**src/design/segment_fragmentation_scorer_top_macros.svh**
```systemverilog
// ----------------------------------------------------------------------------
// Assertion macros for the segment fragmentation scorer
// Shared concurrent assertion forms, clocked on clk and disabled in reset.
// ----------------------------------------------------------------------------
`ifndef SEGMENT_FRAGMENTATION_SCORER_TOP_MACROS_SVH
`define SEGMENT_FRAGMENTATION_SCORER_TOP_MACROS_SVH

// The consequent must hold in the same cycle as the antecedent.
`define SFS_ASSERT_IMP(name, ante, cons) \
	name: assert property (@(posedge clk) disable iff (!arst_n) (ante) |-> (cons)) \
		else $error("sfs assertion failed");

// The condition must never be true.
`define SFS_ASSERT_NEVER(name, cond) \
	name: assert property (@(posedge clk) disable iff (!arst_n) !(cond)) \
		else $error("sfs assertion failed");

`endif

```
**src/design/sfs_pkg.sv**
```systemverilog
`default_nettype none
// ----------------------------------------------------------------------------
// Segment fragmentation scorer package
// Transaction types, configuration layout, register codes and constants.
// ----------------------------------------------------------------------------
package sfs_pkg;

	localparam int CFG_IDX_W   = 3;
	localparam int CFG_DATA_W  = 8;
	localparam int THR_W       = 7;
	localparam int WEIGHT_W    = 8;
	localparam int FIELD_W     = 16;
	localparam int COUNT_W     = 10;
	localparam int SCORE_W     = 7;
	localparam int COST_W      = 18;
	localparam int PROD_W      = FIELD_W + WEIGHT_W;
	localparam int RECIP_SHIFT = 30;

	localparam logic [SCORE_W-1:0]  SCORE_SCALE = 7'd100;
	localparam logic [PROD_W-1:0]   RECIP_MULT  = 24'd10737418;

	localparam logic [THR_W-1:0]    HIGH_FRAG_THR_RST = 7'd50;
	localparam logic [THR_W-1:0]    BAND_HIGH_THR_RST = 7'd70;
	localparam logic [THR_W-1:0]    BAND_MID_THR_RST  = 7'd40;
	localparam logic [WEIGHT_W-1:0] WEIGHT_HIGH_RST   = 8'd60;
	localparam logic [WEIGHT_W-1:0] WEIGHT_MID_RST    = 8'd80;
	localparam logic [WEIGHT_W-1:0] WEIGHT_LOW_RST    = 8'd110;

	typedef enum logic [CFG_IDX_W-1:0] {
		CFG_HIGH_FRAG_THR = 3'd0,
		CFG_BAND_HIGH_THR = 3'd1,
		CFG_BAND_MID_THR  = 3'd2,
		CFG_WEIGHT_HIGH   = 3'd3,
		CFG_WEIGHT_MID    = 3'd4,
		CFG_WEIGHT_LOW    = 3'd5
	} cfg_idx_t;

	typedef struct packed {
		logic                block_valid;
		logic                last_block;
		logic [FIELD_W-1:0]  segment_id;
		logic [FIELD_W-1:0]  base_cost;
	} sfs_in_t;

	typedef struct packed {
		logic [FIELD_W-1:0]  result_segment;
		logic [COUNT_W-1:0]  invalid_count;
		logic [COUNT_W-1:0]  run_count;
		logic [SCORE_W-1:0]  score_pct;
		logic                high_frag;
		logic [COST_W-1:0]   weighted_cost;
	} sfs_out_t;

	typedef struct packed {
		logic [THR_W-1:0]    high_frag_threshold;
		logic [THR_W-1:0]    band_high_threshold;
		logic [THR_W-1:0]    band_mid_threshold;
		logic [WEIGHT_W-1:0] weight_high_band;
		logic [WEIGHT_W-1:0] weight_mid_band;
		logic [WEIGHT_W-1:0] weight_low_band;
	} sfs_cfg_t;

	typedef struct packed {
		logic full;
		logic empty;
	} sfs_q_status_t;

	typedef enum logic [2:0] {
		BK_IDLE,
		BK_DIV,
		BK_MUL,
		BK_REC,
		BK_FIX
	} sfs_back_state_t;

endpackage
`default_nettype wire

```
**src/design/sfs_front.sv**
```systemverilog
`default_nettype none
// ----------------------------------------------------------------------------
// Segment fragmentation scorer front end
// Counts invalid blocks and invalid runs and queues one record per segment.
// ----------------------------------------------------------------------------
module sfs_front
	import sfs_pkg::*;
#(
	parameter int MAX_BLOCKS = 512,
	parameter int CNT_W      = $clog2(MAX_BLOCKS + 1),
	parameter int REC_W      = 2 * FIELD_W + 2 * CNT_W
) (
	input  wire logic             clk,
	input  wire logic             arst_n,
	input  wire logic             in_valid,
	output logic                  in_stall,
	input  wire sfs_in_t          in_data,
	input  wire sfs_q_status_t    q_status,
	output logic                  push,
	output logic [REC_W-1:0]      push_data
);

	localparam logic [CNT_W-1:0] SAT = CNT_W'(MAX_BLOCKS);

	logic [CNT_W-1:0] inv_q;
	logic [CNT_W-1:0] run_q;
	logic             prev_inv_q;
	logic [CNT_W-1:0] inv_next;
	logic [CNT_W-1:0] run_next;
	logic             accept;

	assign in_stall = q_status.full;
	assign accept   = in_valid && !q_status.full;

	always_comb begin
		inv_next = inv_q;
		run_next = run_q;
		if (!in_data.block_valid) begin
			if (inv_q < SAT) begin
				inv_next = inv_q + 1'b1;
			end
			if (!prev_inv_q && (run_q < SAT)) begin
				run_next = run_q + 1'b1;
			end
		end
	end

	assign push      = accept && in_data.last_block;
	assign push_data = {in_data.segment_id, in_data.base_cost, inv_next, run_next};

	always_ff @(posedge clk or negedge arst_n) begin
		if (!arst_n) begin
			inv_q      <= '0;
			run_q      <= '0;
			prev_inv_q <= 1'b0;
		end else if (accept) begin
			if (in_data.last_block) begin
				inv_q      <= '0;
				run_q      <= '0;
				prev_inv_q <= 1'b0;
			end else begin
				inv_q      <= inv_next;
				run_q      <= run_next;
				prev_inv_q <= !in_data.block_valid;
			end
		end
	end

endmodule
`default_nettype wire

```
**src/design/sfs_fifo.sv**
```systemverilog
`default_nettype none
// ----------------------------------------------------------------------------
// Segment fragmentation scorer record queue
// Short register queue that parts the front end from the scoring back end.
// ----------------------------------------------------------------------------
module sfs_fifo
	import sfs_pkg::*;
#(
	parameter int WIDTH = 52,
	parameter int DEPTH = 2
) (
	input  wire logic             clk,
	input  wire logic             arst_n,
	input  wire logic             push,
	input  wire logic [WIDTH-1:0] push_data,
	input  wire logic             pop,
	output logic [WIDTH-1:0]      rd_data,
	output sfs_q_status_t         status
);

	`include "segment_fragmentation_scorer_top_macros.svh"

	localparam int PTR_W = (DEPTH > 1) ? $clog2(DEPTH) : 1;
	localparam int CNT_W = $clog2(DEPTH + 1);
	localparam logic [PTR_W-1:0] LAST_PTR = PTR_W'(DEPTH - 1);

	logic [WIDTH-1:0] mem_q [DEPTH];
	logic [PTR_W-1:0] wr_ptr_q;
	logic [PTR_W-1:0] rd_ptr_q;
	logic [CNT_W-1:0] count_q;

	assign status.full  = (count_q == CNT_W'(DEPTH));
	assign status.empty = (count_q == '0);
	assign rd_data      = mem_q[rd_ptr_q];

	always_ff @(posedge clk) begin
		if (push) begin
			mem_q[wr_ptr_q] <= push_data;
		end
	end

	always_ff @(posedge clk or negedge arst_n) begin
		if (!arst_n) begin
			wr_ptr_q <= '0;
			rd_ptr_q <= '0;
			count_q  <= '0;
		end else begin
			if (push) begin
				wr_ptr_q <= (wr_ptr_q == LAST_PTR) ? '0 : wr_ptr_q + 1'b1;
			end
			if (pop) begin
				rd_ptr_q <= (rd_ptr_q == LAST_PTR) ? '0 : rd_ptr_q + 1'b1;
			end
			if (push && !pop) begin
				count_q <= count_q + 1'b1;
			end else if (pop && !push) begin
				count_q <= count_q - 1'b1;
			end
		end
	end

	`SFS_ASSERT_NEVER(a_no_push_full, push && status.full)
	`SFS_ASSERT_NEVER(a_no_pop_empty, pop && status.empty)
	`SFS_ASSERT_IMP(a_count_bound, 1'b1, count_q <= CNT_W'(DEPTH))

endmodule
`default_nettype wire

```
**src/design/sfs_back.sv**
```systemverilog
`default_nettype none
// ----------------------------------------------------------------------------
// Segment fragmentation scorer back end
// Divides for the score, picks the band weight and scales the GC cost.
// ----------------------------------------------------------------------------
module sfs_back
	import sfs_pkg::*;
#(
	parameter int CNT_W = 10,
	parameter int REC_W = 2 * FIELD_W + 2 * CNT_W
) (
	input  wire logic             clk,
	input  wire logic             arst_n,
	input  wire sfs_cfg_t         cfg,
	input  wire sfs_q_status_t    q_status,
	output logic                  pop,
	input  wire logic [REC_W-1:0] rd_data,
	output logic                  out_valid,
	input  wire logic             out_stall,
	output sfs_out_t              out_data
);

	`include "segment_fragmentation_scorer_top_macros.svh"

	localparam int NUM_W    = CNT_W + SCORE_W;
	localparam int FIX_W    = COST_W + SCORE_W;
	localparam int BIT_TOP  = SCORE_W - 1;

	sfs_back_state_t state_q;
	sfs_back_state_t state_d;
	logic            out_load;

	logic [FIELD_W-1:0]  seg_q;
	logic [FIELD_W-1:0]  base_q;
	logic [CNT_W-1:0]    inv_q;
	logic [CNT_W-1:0]    run_q;
	logic [NUM_W-1:0]    rem_q;
	logic [2:0]          bit_q;
	logic [SCORE_W-1:0]  quot_q;
	logic [SCORE_W-1:0]  score_q;
	logic                hfrag_q;
	logic [PROD_W-1:0]   prod_q;
	logic [COST_W-1:0]   est_q;
	logic                out_valid_q;
	sfs_out_t            out_data_q;

	logic [CNT_W-1:0]    rd_inv;
	logic [CNT_W-1:0]    rd_run;
	logic [NUM_W-1:0]    numer;
	logic [NUM_W-1:0]    trial;
	logic                ge;
	logic [SCORE_W-1:0]  score;
	logic [WEIGHT_W-1:0] weight;
	logic [2*PROD_W-1:0] recip_prod;
	logic [FIX_W-1:0]    est_x100;
	logic [FIX_W-1:0]    fix_rem;
	logic [COST_W-1:0]   cost;

	assign rd_inv = rd_data[2*CNT_W-1:CNT_W];
	assign rd_run = rd_data[CNT_W-1:0];
	assign numer  = NUM_W'(rd_run) * NUM_W'(SCORE_SCALE);
	assign trial  = NUM_W'(inv_q) << bit_q;
	assign ge     = (rem_q >= trial);

	always_comb begin
		score = (inv_q == '0) ? '0 : quot_q;
		priority if (score > cfg.band_high_threshold) begin
			weight = cfg.weight_high_band;
		end else if (score > cfg.band_mid_threshold) begin
			weight = cfg.weight_mid_band;
		end else begin
			weight = cfg.weight_low_band;
		end
	end

	assign recip_prod = prod_q * RECIP_MULT;
	assign est_x100   = FIX_W'(est_q) * FIX_W'(SCORE_SCALE);
	assign fix_rem    = FIX_W'(prod_q) - est_x100;
	assign cost       = (fix_rem >= FIX_W'(SCORE_SCALE)) ? est_q + 1'b1 : est_q;

	always_ff @(posedge clk or negedge arst_n) begin
		if (!arst_n) begin
			state_q <= BK_IDLE;
		end else begin
			state_q <= state_d;
		end
	end

	always_comb begin
		state_d  = state_q;
		pop      = 1'b0;
		out_load = 1'b0;
		unique case (state_q)
			BK_IDLE: begin
				if (!q_status.empty) begin
					pop     = 1'b1;
					state_d = BK_DIV;
				end
			end
			BK_DIV: begin
				if (bit_q == '0) begin
					state_d = BK_MUL;
				end
			end
			BK_MUL: begin
				state_d = BK_REC;
			end
			BK_REC: begin
				state_d = BK_FIX;
			end
			BK_FIX: begin
				if (!out_valid_q || !out_stall) begin
					out_load = 1'b1;
					state_d  = BK_IDLE;
				end
			end
			default: begin
				state_d = BK_IDLE;
			end
		endcase
	end

	always_ff @(posedge clk) begin
		if (pop) begin
			seg_q  <= rd_data[REC_W-1 -: FIELD_W];
			base_q <= rd_data[REC_W-FIELD_W-1 -: FIELD_W];
			inv_q  <= rd_inv;
			run_q  <= rd_run;
			rem_q  <= numer;
			bit_q  <= 3'(BIT_TOP);
			quot_q <= '0;
		end
		if (state_q == BK_DIV) begin
			quot_q <= {quot_q[SCORE_W-2:0], ge};
			if (ge) begin
				rem_q <= rem_q - trial;
			end
			bit_q <= bit_q - 1'b1;
		end
		if (state_q == BK_MUL) begin
			score_q <= score;
			hfrag_q <= (score > cfg.high_frag_threshold);
			prod_q  <= PROD_W'(base_q) * PROD_W'(weight);
		end
		if (state_q == BK_REC) begin
			est_q <= recip_prod[RECIP_SHIFT +: COST_W];
		end
		if (out_load) begin
			out_data_q.result_segment <= seg_q;
			out_data_q.invalid_count  <= COUNT_W'(inv_q);
			out_data_q.run_count      <= COUNT_W'(run_q);
			out_data_q.score_pct      <= score_q;
			out_data_q.high_frag      <= hfrag_q;
			out_data_q.weighted_cost  <= cost;
		end
	end

	always_ff @(posedge clk or negedge arst_n) begin
		if (!arst_n) begin
			out_valid_q <= 1'b0;
		end else if (out_load) begin
			out_valid_q <= 1'b1;
		end else if (!out_stall) begin
			out_valid_q <= 1'b0;
		end
	end

	assign out_valid = out_valid_q;
	assign out_data  = out_data_q;

	`SFS_ASSERT_IMP(a_div_bit_range, state_q == BK_DIV, bit_q <= 3'(BIT_TOP))
	`SFS_ASSERT_IMP(a_score_range, state_q == BK_MUL, score <= SCORE_SCALE)
	`SFS_ASSERT_IMP(a_recip_close, state_q == BK_FIX, fix_rem < FIX_W'(2 * SCORE_SCALE))

endmodule
`default_nettype wire

```
**src/design/segment_fragmentation_scorer_top.sv**
```systemverilog
// Throughput: one block transaction per cycle while the record queue is not full. The back
// end scores one segment at a time and pops the next record only after the previous one
// has passed the 7-step score divider and the 3-step cost scaling.
// Input stalls only while the two-entry record queue is full.
// Reset clears tallies, queue and output valid and loads default register values.
`default_nettype none
// ----------------------------------------------------------------------------
// Segment fragmentation scorer top level
// Configuration registers, front end, record queue and scoring back end.
// ----------------------------------------------------------------------------
module segment_fragmentation_scorer_top
	import sfs_pkg::*;
#(
	parameter int MAX_BLOCKS = 512
) (
	input  wire logic                  clk,
	input  wire logic                  arst_n,
	input  wire logic                  in_valid,
	output logic                       in_stall,
	input  wire sfs_in_t               in_data,
	output logic                       out_valid,
	input  wire logic                  out_stall,
	output sfs_out_t                   out_data,
	input  wire logic                  cfg_we,
	input  wire logic [CFG_IDX_W-1:0]  cfg_index,
	input  wire logic [CFG_DATA_W-1:0] cfg_data
);

	localparam int CNT_W = $clog2(MAX_BLOCKS + 1);
	localparam int REC_W = 2 * FIELD_W + 2 * CNT_W;

	sfs_cfg_t         cfg_q;
	sfs_q_status_t    q_status;
	logic             push;
	logic [REC_W-1:0] push_data;
	logic             pop;
	logic [REC_W-1:0] rd_data;

	always_ff @(posedge clk or negedge arst_n) begin
		if (!arst_n) begin
			cfg_q.high_frag_threshold <= HIGH_FRAG_THR_RST;
			cfg_q.band_high_threshold <= BAND_HIGH_THR_RST;
			cfg_q.band_mid_threshold  <= BAND_MID_THR_RST;
			cfg_q.weight_high_band    <= WEIGHT_HIGH_RST;
			cfg_q.weight_mid_band     <= WEIGHT_MID_RST;
			cfg_q.weight_low_band     <= WEIGHT_LOW_RST;
		end else if (cfg_we) begin
			unique case (cfg_idx_t'(cfg_index))
				CFG_HIGH_FRAG_THR: cfg_q.high_frag_threshold <= cfg_data[THR_W-1:0];
				CFG_BAND_HIGH_THR: cfg_q.band_high_threshold <= cfg_data[THR_W-1:0];
				CFG_BAND_MID_THR:  cfg_q.band_mid_threshold  <= cfg_data[THR_W-1:0];
				CFG_WEIGHT_HIGH:   cfg_q.weight_high_band    <= cfg_data;
				CFG_WEIGHT_MID:    cfg_q.weight_mid_band     <= cfg_data;
				CFG_WEIGHT_LOW:    cfg_q.weight_low_band     <= cfg_data;
				default: begin
				end
			endcase
		end
	end

	sfs_front #(
		.MAX_BLOCKS (MAX_BLOCKS),
		.CNT_W      (CNT_W),
		.REC_W      (REC_W)
	) u_front (
		.clk       (clk),
		.arst_n    (arst_n),
		.in_valid  (in_valid),
		.in_stall  (in_stall),
		.in_data   (in_data),
		.q_status  (q_status),
		.push      (push),
		.push_data (push_data)
	);

	sfs_fifo #(
		.WIDTH (REC_W),
		.DEPTH (2)
	) u_fifo (
		.clk       (clk),
		.arst_n    (arst_n),
		.push      (push),
		.push_data (push_data),
		.pop       (pop),
		.rd_data   (rd_data),
		.status    (q_status)
	);

	sfs_back #(
		.CNT_W (CNT_W),
		.REC_W (REC_W)
	) u_back (
		.clk       (clk),
		.arst_n    (arst_n),
		.cfg       (cfg_q),
		.q_status  (q_status),
		.pop       (pop),
		.rd_data   (rd_data),
		.out_valid (out_valid),
		.out_stall (out_stall),
		.out_data  (out_data)
	);

endmodule
`default_nettype wire
```
**config.mk**
```make
export PLATFORM = sky130hd
export DESIGN_NAME = segment_fragmentation_scorer_top
export DESIGN_NICKNAME = d
export VERILOG_FILES = /design/src/design/sfs_pkg.sv /design/src/design/sfs_front.sv /design/src/design/sfs_fifo.sv /design/src/design/sfs_back.sv /design/src/design/segment_fragmentation_scorer_top.sv
export VERILOG_INCLUDE_DIRS = /design/src /design/src/design
export SDC_FILE = /design/constraint.sdc
export NUM_CORES = 2
export LEC_CHECK = 0
export ABC_AREA = 1
export ABC_CLOCK_PERIOD_IN_PS = 9210
export BUFFER_PORTS_ARGS = -buffer_cell sky130_fd_sc_hd__buf_2
export CORE_MARGIN = 1.5
export CORE_UTILIZATION = 65
export DETAILED_ROUTE_END_ITERATION = 16
export PLACE_DENSITY = 0.94
export SKIP_LAST_GASP = 1
export SLEW_MARGIN = 40
export SYNTH_ARGS = -nofsm -noshare
export SYNTH_HDL_FRONTEND = slang
export SYNTH_SLANG_ARGS = --single-unit
```
**constraint.sdc**
```tcl
create_clock -name clk -period 9.21 [get_ports clk]
set_clock_uncertainty 0.1 [all_clocks]
set_input_delay 1.842 -clock clk [delete_from_list [all_inputs] [get_ports clk]]
set_output_delay 1.842 -clock clk [all_outputs]
set_load 0.005 [all_outputs]
```
==> reports/metrics.yaml <==
cts_buffers: 39
drive_gt1_share_pct: 7.46
grt_util_all_layers_pct: 33.2
finalSetupViolCount: 0
finalCritPeriodShare_pct: 77.9
overflow: 0
async_flop_share_pct: 20.1
num_antenna_cells: 0
first_global_vias: 27700
crit_slowest_cell: "fa_1"
first_pass_iters: 7
slowest_delay_ns: 0.53
ctsHoldBuffers: 0
grt_pass1_wl_um: 140000
cp-start-kind: "flip-flop"
first_iter_violations: 2269
ys_ff_latch: 369
ys_types: 57
crit_top_cell: "nor2_1"
cts-root-buf: "clkbuf_16"
start_util_pct: 65.8
wl_per_cell_um: 19.5
io_pins: 114
maxSlewHeadroom_pct: 40.6
rsz0062_at_grt: "false"
cts_tree: "built"
cp.required_ns: 9.41
cts_max_path_buffers: 3
syn_to_final_growth_pct: 7.87
synth_nets: 4443
critPathCaptureType: "flip-flop"
drc: 0
cts_setup_buffers: 0
path_class: "reg2reg"
fp.dieW_um: 231
clock_sinks: 369
syn_inst: 3630
postRouteAntennaNets: 0
core_um2: 51400
dp_hpwl_um: 65200
multiInputGateArea_um2: 20400
synthFlopType: "edfxtp_1"
rows: 83
setup_tns_ns: 0
netlist_area_um2: 33800
num_vias: 26400
cts.reportedPaths.clkPinSlew_ns: 0.07
synth_edf_count: 278
regArea_um2: 10600
arrival_ns: 7.38
report.final.slew_viol_count: 0
hold_viol: 0
cts_resized: 0
status: "complete, no violations"
fin_nets: 4564
cp_max_fo: 13
routed_wirelength_um: 87000
fin_crit_ns: 7.18
hold_class: "reg2reg"
yosysSeqAreaShare_pct: 31.2
die_h_um: 231
clock.fmax_ghz: 0.139
synth.avg_cell_area_um2: 9.31
fillCellCount: 3416
grt_antenna_before_repair: 0
max_cap_violations: 0
clk_latency_ns: 0.59
io_buffers: 113
cts_htree_levels: 2
finalHoldWorstSlack_ns: 0.319
routed_via_density: 5.91
dieArea_um2: 53400
grt_max_degree: 75
gp_congestion: 0.972
tightest_slew_ns: 0.891
synth_warnings: 0
## layout make-up
| type | count | area share [%] |
|---|---|---|
| tap | 680 | 2.33 |
| multi-input combinational | 2518 | 56.0 |
| timing repair buffer | 123 | 1.80 |
| inverter | 700 | 7.22 |
| sequential | 369 | 29.0 |
| clock buffer | 51 | 2.97 |
| clock inverter | 21 | 0.714 |
## cells in the mapped netlist (4+ instances only)
library cell	number	share of area [%]
nand2_2	10	0.19
nand2_1	703	7.8
dfxtp_1	17	1.0
a21o_1	6	0.13
o21ai_0	161	2.4
nor2_1	282	3.1
nand3_2	9	0.27
a21boi_0	4	0.089
a31oi_1	22	0.41
dfrtp_1	55	4.1
a21oi_1	125	1.9
buf_1	4	0.044
o21a_1	8	0.18
nor4_1	6	0.11
xnor2_1	30	0.78
nand4_1	45	0.83
nand3_1	121	1.8
ha_1	462	17
nor2_4	7	0.23
nand3b_1	5	0.11
nor2_2	7	0.13
buf_6	10	0.33
or2_2	10	0.19
o211ai_1	5	0.11
inv_1	694	7.7
dfstp_2	19	1.5
xor2_1	91	2.4
o21bai_1	14	0.31
fa_1	301	18
nor3_1	33	0.49
clkbuf_1	27	0.30
nand2_4	16	0.53
edfxtp_1	278	25
o22ai_1	6	0.11
## through the flow
step	instances	util, %	instance area (um^2)	worst slack (ns)
detailed placement	4389	68.3	35100	2.29
floorplan	3630	-	33800	3.04
CTS	4461	70.9	36500	2.13
global placement	4389	68.3	35100	2.58
finish	4462	70.9	36500	2.03
global route	4462	70.9	36500	1.71
## registers in the layout (all words and copies together) (netlist names), 16 cells and up
signal / count
u_back.est_q: 18
u_back.prod_q: 24
u_back.seg_q: 16
u_back.rem_q: 17
u_fifo.mem_q: 104
u_back.out_data: 62
cfg_q: 45
u_back.base_q: 16
## metal layers
layer,up-vias,GRT usage [%],routed length [um]
li1,12000,-,-
met3,354,5.68,7270
met4,0,17.0,4650
met5,-,0,0
met2,1431,58.0,43300
met1,12600,39.5,31700
## worst max-delay path, delay by kind of cell (launching register included)
kind                     cells  cell delay (ns)
XOR/XNOR                     1             0.08
adder cells (fa/ha/maj)      6             2.67
AND/OR/NAND/NOR             14             2.05
buffers and inverters        2             0.09
AO/OA/AOI/OAI                6             1.45
flip-flops                   1             0.44
## worst paths after layout
path                                        start                  end  slack, ns  depth (start not counted)
worst max-delay path              u_back.inv_q[7]    u_back.prod_q[20]       2.03                         29
worst min-delay path            u_back.score_q[3]  u_back.out_data[22]       0.32                          0
worst max register to register    u_back.inv_q[7]    u_back.prod_q[20]       2.03                         29
worst min register to register  u_back.score_q[3]  u_back.out_data[22]       0.32                          0
max in group asynchronous                  arst_n             cfg_q[4]       7.28                          1
min in group asynchronous                  arst_n     u_front.inv_q[2]       1.18                          1
## logic make-up (layout without fill, tap and decap cells)
logic type	after synthesis	after routing	share of synthesized area, %
AND/OR/NAND/NOR	1261	1261	16.1
XOR/XNOR	121	121	3.13
adder cells (fa/ha/maj)	763	763	34.9
multiplexers	3	3	0.0888
buffers and inverters	743	895	8.50
flip-flops	369	369	31.2
AO/OA/AOI/OAI	370	370	6.04
## cells in the final DEF, fill, tap and decap left out, types with 8 or more instances in the layout
cell,netlist,routed
a21oi_1,125,125
a31oi_1,22,22
buf_2,2,112
buf_4,0,8
clkbuf_1,27,8
clkbuf_16,0,41
dfrtp_1,55,55
dfstp_2,19,19
dfxtp_1,17,17
edfxtp_1,278,278
fa_1,301,301
ha_1,462,462
inv_1,694,693
nand2_1,703,703
nand2_2,10,10
nand2_4,16,16
nand3_1,121,121
nand3_2,9,9
nand4_1,45,45
nor2_1,282,278
nor2_4,7,11
nor3_1,33,32
o21a_1,8,8
o21ai_0,161,159
o21bai_1,14,14
or2_2,10,10
xnor2_1,30,30
xor2_1,91,91
Power is left out: the tool's default activity adds up to more than one toggle a clock period on the data nets, which glitch-free logic cannot reach.
